[config.mk]
export PLATFORM = sky130hd
export DESIGN_NAME = sidu_step
export DESIGN_NICKNAME = d
export VERILOG_FILES = /design/src/rtl/assert_macros.svh /design/src/rtl/sidu_pkg.sv /design/src/rtl/sidu_step.sv
export SDC_FILE = /design/constraint.sdc
export NUM_CORES = 1
export LEC_CHECK = 0
export ABC_AREA = 1
export BUFFER_PORTS_ARGS = -buffer_cell sky130_fd_sc_hd__buf_2
export CORE_MARGIN = 4
export CORE_UTILIZATION = 50
export DETAILED_ROUTE_END_ITERATION = 10
export PLACE_DENSITY = 0.94
export SYNTH_ARGS = -nofsm -noshare
export SYNTH_HDL_FRONTEND = slang
export SYNTH_SLANG_ARGS = --single-unit
[constraint.sdc]
create_clock -name vclk -period 6.5
set_input_delay 1.95 -clock vclk [all_inputs]
set_output_delay 1.95 -clock vclk [all_outputs]
set_load 0.02 [all_outputs]
[src/rtl/assert_macros.svh]
// Assertion macros shared by the divider RTL.
// Included by files that carry concurrent checks; no other dependencies.
`ifndef ASSERT_MACROS_SVH
`define ASSERT_MACROS_SVH

`ifndef SYNTHESIS

// Property checked on every rising clock edge, disabled while reset is low.
`define SIDU_ASSERT(lbl, clk_s, rstn_s, prop, msg) \
  lbl: assert property (@(posedge clk_s) disable iff (!rstn_s) (prop)) else $error(msg);

// Condition that must never be true outside reset.
`define SIDU_NEVER(lbl, clk_s, rstn_s, cond, msg) \
  lbl: assert property (@(posedge clk_s) disable iff (!rstn_s) !(cond)) else $error(msg);

`else

`define SIDU_ASSERT(lbl, clk_s, rstn_s, prop, msg)
`define SIDU_NEVER(lbl, clk_s, rstn_s, cond, msg)

`endif

`endif

[src/rtl/sidu_pkg.sv]
// Shared types and constants for the signed integer divider.
// No dependencies; imported by the step stage and the top level.
`timescale 1ns / 1ps

package sidu_pkg;

  // Operand and result width
  localparam int unsigned DIV_W = 32;

  // Most negative operand value
  localparam logic [DIV_W-1:0] MIN_VAL = {1'b1, {(DIV_W-1){1'b0}}};

  // Input transfer payload
  typedef struct packed {
    logic signed [DIV_W-1:0] dividend;
    logic signed [DIV_W-1:0] divisor;
    logic                    want_quotient;
  } div_in_t;

  // Output transfer payload
  typedef struct packed {
    logic signed [DIV_W-1:0] answer;
    logic                    div_by_zero;
    logic                    overflowed;
  } div_out_t;

  // State carried down the pipeline for one operation
  typedef struct packed {
    logic [DIV_W-1:0] rem;     // partial remainder
    logic [DIV_W-1:0] quo;     // dividend bits shifting out, quotient bits shifting in
    logic [DIV_W-1:0] mb;      // divisor magnitude
    logic             neg_q;   // quotient must be negated
    logic             neg_r;   // remainder must be negated
    logic             sel_q;   // return quotient
    logic             dz;      // zero divisor
    logic             ov;      // minimum value over minus one
  } stage_t;

endpackage

[src/rtl/sidu_step.sv]
// One restoring-division step: produces one quotient bit per stage.
// Depends on sidu_pkg for the stage state type.
`timescale 1ns / 1ps

module sidu_step (
  input  sidu_pkg::stage_t cur,
  output sidu_pkg::stage_t nxt
);
  import sidu_pkg::*;

  logic [DIV_W:0] trial;
  logic [DIV_W:0] diff;
  logic           qbit;

  // Shift next dividend bit into the partial remainder and try to subtract
  assign trial = {cur.rem, cur.quo[DIV_W-1]};
  assign diff  = trial - {1'b0, cur.mb};
  assign qbit  = ~diff[DIV_W];

  always_comb begin
    nxt     = cur;
    nxt.rem = qbit ? diff[DIV_W-1:0] : trial[DIV_W-1:0];
    nxt.quo = {cur.quo[DIV_W-2:0], qbit};
  end

endmodule

==> impl_results.md <==
* Status: complete, no violations
* Final WL at 10.4 mm
* Kind of critical path: in2out
* Sw frac at approximately 66%
* N_diodes at 0
* Power Dens Cells at between 100 and 150 mW/mm2
* Rows at 31
* Switch Pwr at slightly below 300 uW
* Clock share of power at 0%
* # setup viols final at 0
* Core footprint at between 0.007 and 0.008 mm2
* Vias in the first global route at ~3800
* Post-synthesis simple-gate area fraction at slightly below 50%
* Area growth, synth to finish at 4.67%
* Sequential cells at 0
* Post-route insts no fill at 903
* Worst-path fanout max at 32
* Critical Path Source: cur[5]
* First-pass GRT wire length at 16.9 mm
* Die H at approximately 95 um
* Post-CTS Setup Bufs at 0
* Hold-fix buffers, CTS at 0
* Worst Hold Launch: cur[1]
* Crit end category: output port
* Worst-margin pin slew at roughly 0.38 ns
* Synth unique cells at 30
* Seq pwr share at 0%
* Initial antenna violation count at 0
* Compound-Gate Fraction of Synth Area at 5.23%
* Hold Crit Class: in2out
* CP Data Required Time at about 4.6 ns
* Max_cap viols at 0
* Synth top cells by count: nand2_1, inv_1, buf_4
* Critical path, cell by cell: buf_2 > ha_1 > fa_1 > inv_1 > nand2_1 > nand2_1 > nand3_1 > nand2_2 > nand2_2 > nand2_2 > nand2_4 > nand2_4 > nand2_2 > nand2_4 > nand2_1 > nand2_1 > buf_2
* Final hold viol count at 0
* Sequential area share after synthesis at 0%
* Antenna violation net count after detailed routing at 0
* Top-count cell post-synth: nand2_1
* Dominant cell type by area after synthesis: nand2_1
* Grt total ovfl at 0
* Vias per cell at around 4.7
* CP peak stage delay at 0.40 ns
* Initial core utilization at 51.9%
* Final worst path period share at between 90% and 100%
* Crit path launch type: primary input
* Register Area at 0 um2
* Post-synth top area share at ~31%
* Largest net degree at the start of global routing at 34
* RSZ-0062 raised after global routing: false
* Routability cong. at 0.962
* DP Wirelength at about 9.2 mm
* Drt first-iter violations at between 200 and 250
* Vias at roughly 4200
* Peak supply drop at about 0.000076 V
* Max Fclk at around 0.17 GHz
* Leak at between 2 and 3 nW
* Inst Count DP at between 900 and 1000
* Pre-antenna DRT Iters at 5
* Layout cells sized above 1 at approximately a fifth
* Post-route setup TNS at 0 ns
* GR Util All Layers at between 20% and 30%
* Final net count at between 900 and 1000
* Slew headroom at between 70% and 80%
* Final Slew Violations at 0
* Fraction of the mapped netlist area in adder cells at ~11%
* Mapped Cells at roughly 750
* Clkbuf count at 0
* Largest family of logic cells by synthesized area: simple AND/OR/NAND/NOR gates
* Avg Cell Area, Syn at between 5 and 6 um2
* Wirelength per Cell at ~12 um
* P_int at ~150 uW
* YS warnings at 0
* Critical path's slowest cell: fa_1
* Largest cells by area after synthesis: nand2_1, inv_1, buf_4
* Min Clock Period, post-route at about 6.0 ns
* Worst EP arrival at between 4 and 5 ns
* Syn nets at between 800 and 900
* DRC violations left at 0
* XOR/XNOR Fraction of Synth Area at ~3.5%
* Filler cell count at between 800 and 900
* Die area at 0.00902 mm2
* Number of gates resized after cts at 0
* Post-synthesis mux area share at 0%
* Combinational fraction of design power at 100.0%
* Die Width at between 90 and 100 um
* Mapped cell area at between 0.003 and 0.004 mm2
* Top-Level Pins at approximately 200
* Port-buffer cells at 130
[cell families (layout without fill, tap and decap cells)]
group	count (synthesis)	in the layout
xor gates and xnor gates	15	15
buffers and inverters	232	287
and+or+nand+nor	436	436
AOI/OAI and AO/OA	33	33
adders and majority gates	33	33
[through the flow]
step	cell area (um2)	worst slack, ns	util [%]	power [mW]	hold WS, ns
after global routing	3960	0.148	54.3	0.501	3.90
after CTS	3960	0.440	54.3	0.446	3.90
after global placement	3960	0.542	54.3	0.441	3.90
after floorplan	3780	0.885	-	0.374	4.01
after detailed placement	3960	0.443	54.3	0.445	3.90
final	3960	0.463	54.3	0.447	3.90
[power groups by stage]
stage,registers (mW),clock network [mW],logic (mW)
finish,0,0,0.447
global route,0,0,0.501
CTS,0,0,0.446
detailed placement,0,0,0.445
global placement,0,0,0.441
floorplan,0,0,0.374
[metal layers]
metal	part of all wire, %	global-route usage [%]	routed length, um	vias up
li1	-	-	-	2264
met1	46	30.5	4760	1805
met2	47	41.3	4870	148
met3	6.5	1.83	680	14
met4	1.0	2.52	104	0
met5	0	0	0	-
[critical path, delay by kind of cell]
kind          cells  cell delay (ns)
fa+ha+maj         2             0.62
simple gates     12             1.12
buf+inv           3             0.37
[placed cells by master, fill, tap and decap left out]
master / instances
nand3_2: 1
nor2_1: 38
nand3_1: 30
a21oi_1: 24
clkinv_1: 1
nand2_4: 4
nand3b_1: 2
a21oi_4: 1
inv_1: 151
buf_2: 130
or2_1: 1
xnor2_1: 1
and3_1: 1
xor2_1: 14
nand4_1: 8
nand2_2: 25
inv_2: 5
ha_1: 32
or2_2: 1
fa_1: 1
o21bai_1: 7
nand2_8: 1
a21oi_2: 1
and2_1: 4
nor2_2: 1
nor3_1: 6
nand2_1: 313
[path summary, 6_finish.rpt]
| kind | to | slack, ns | cells past startpoint |
|---|---|---|---|
| max | nxt[89] | 0.46 | 17 |
| min | nxt[1] | 3.90 | 0 |
[layout make-up]
class	count	area, um2	area share, %
Tap cell	99	124	3.13
Inverter	157	589	14.9
Timing Repair Buffer	130	651	16.4
Multi-Input combinational cell	517	2590	65.5
Power figures use the tool's default switching activity.
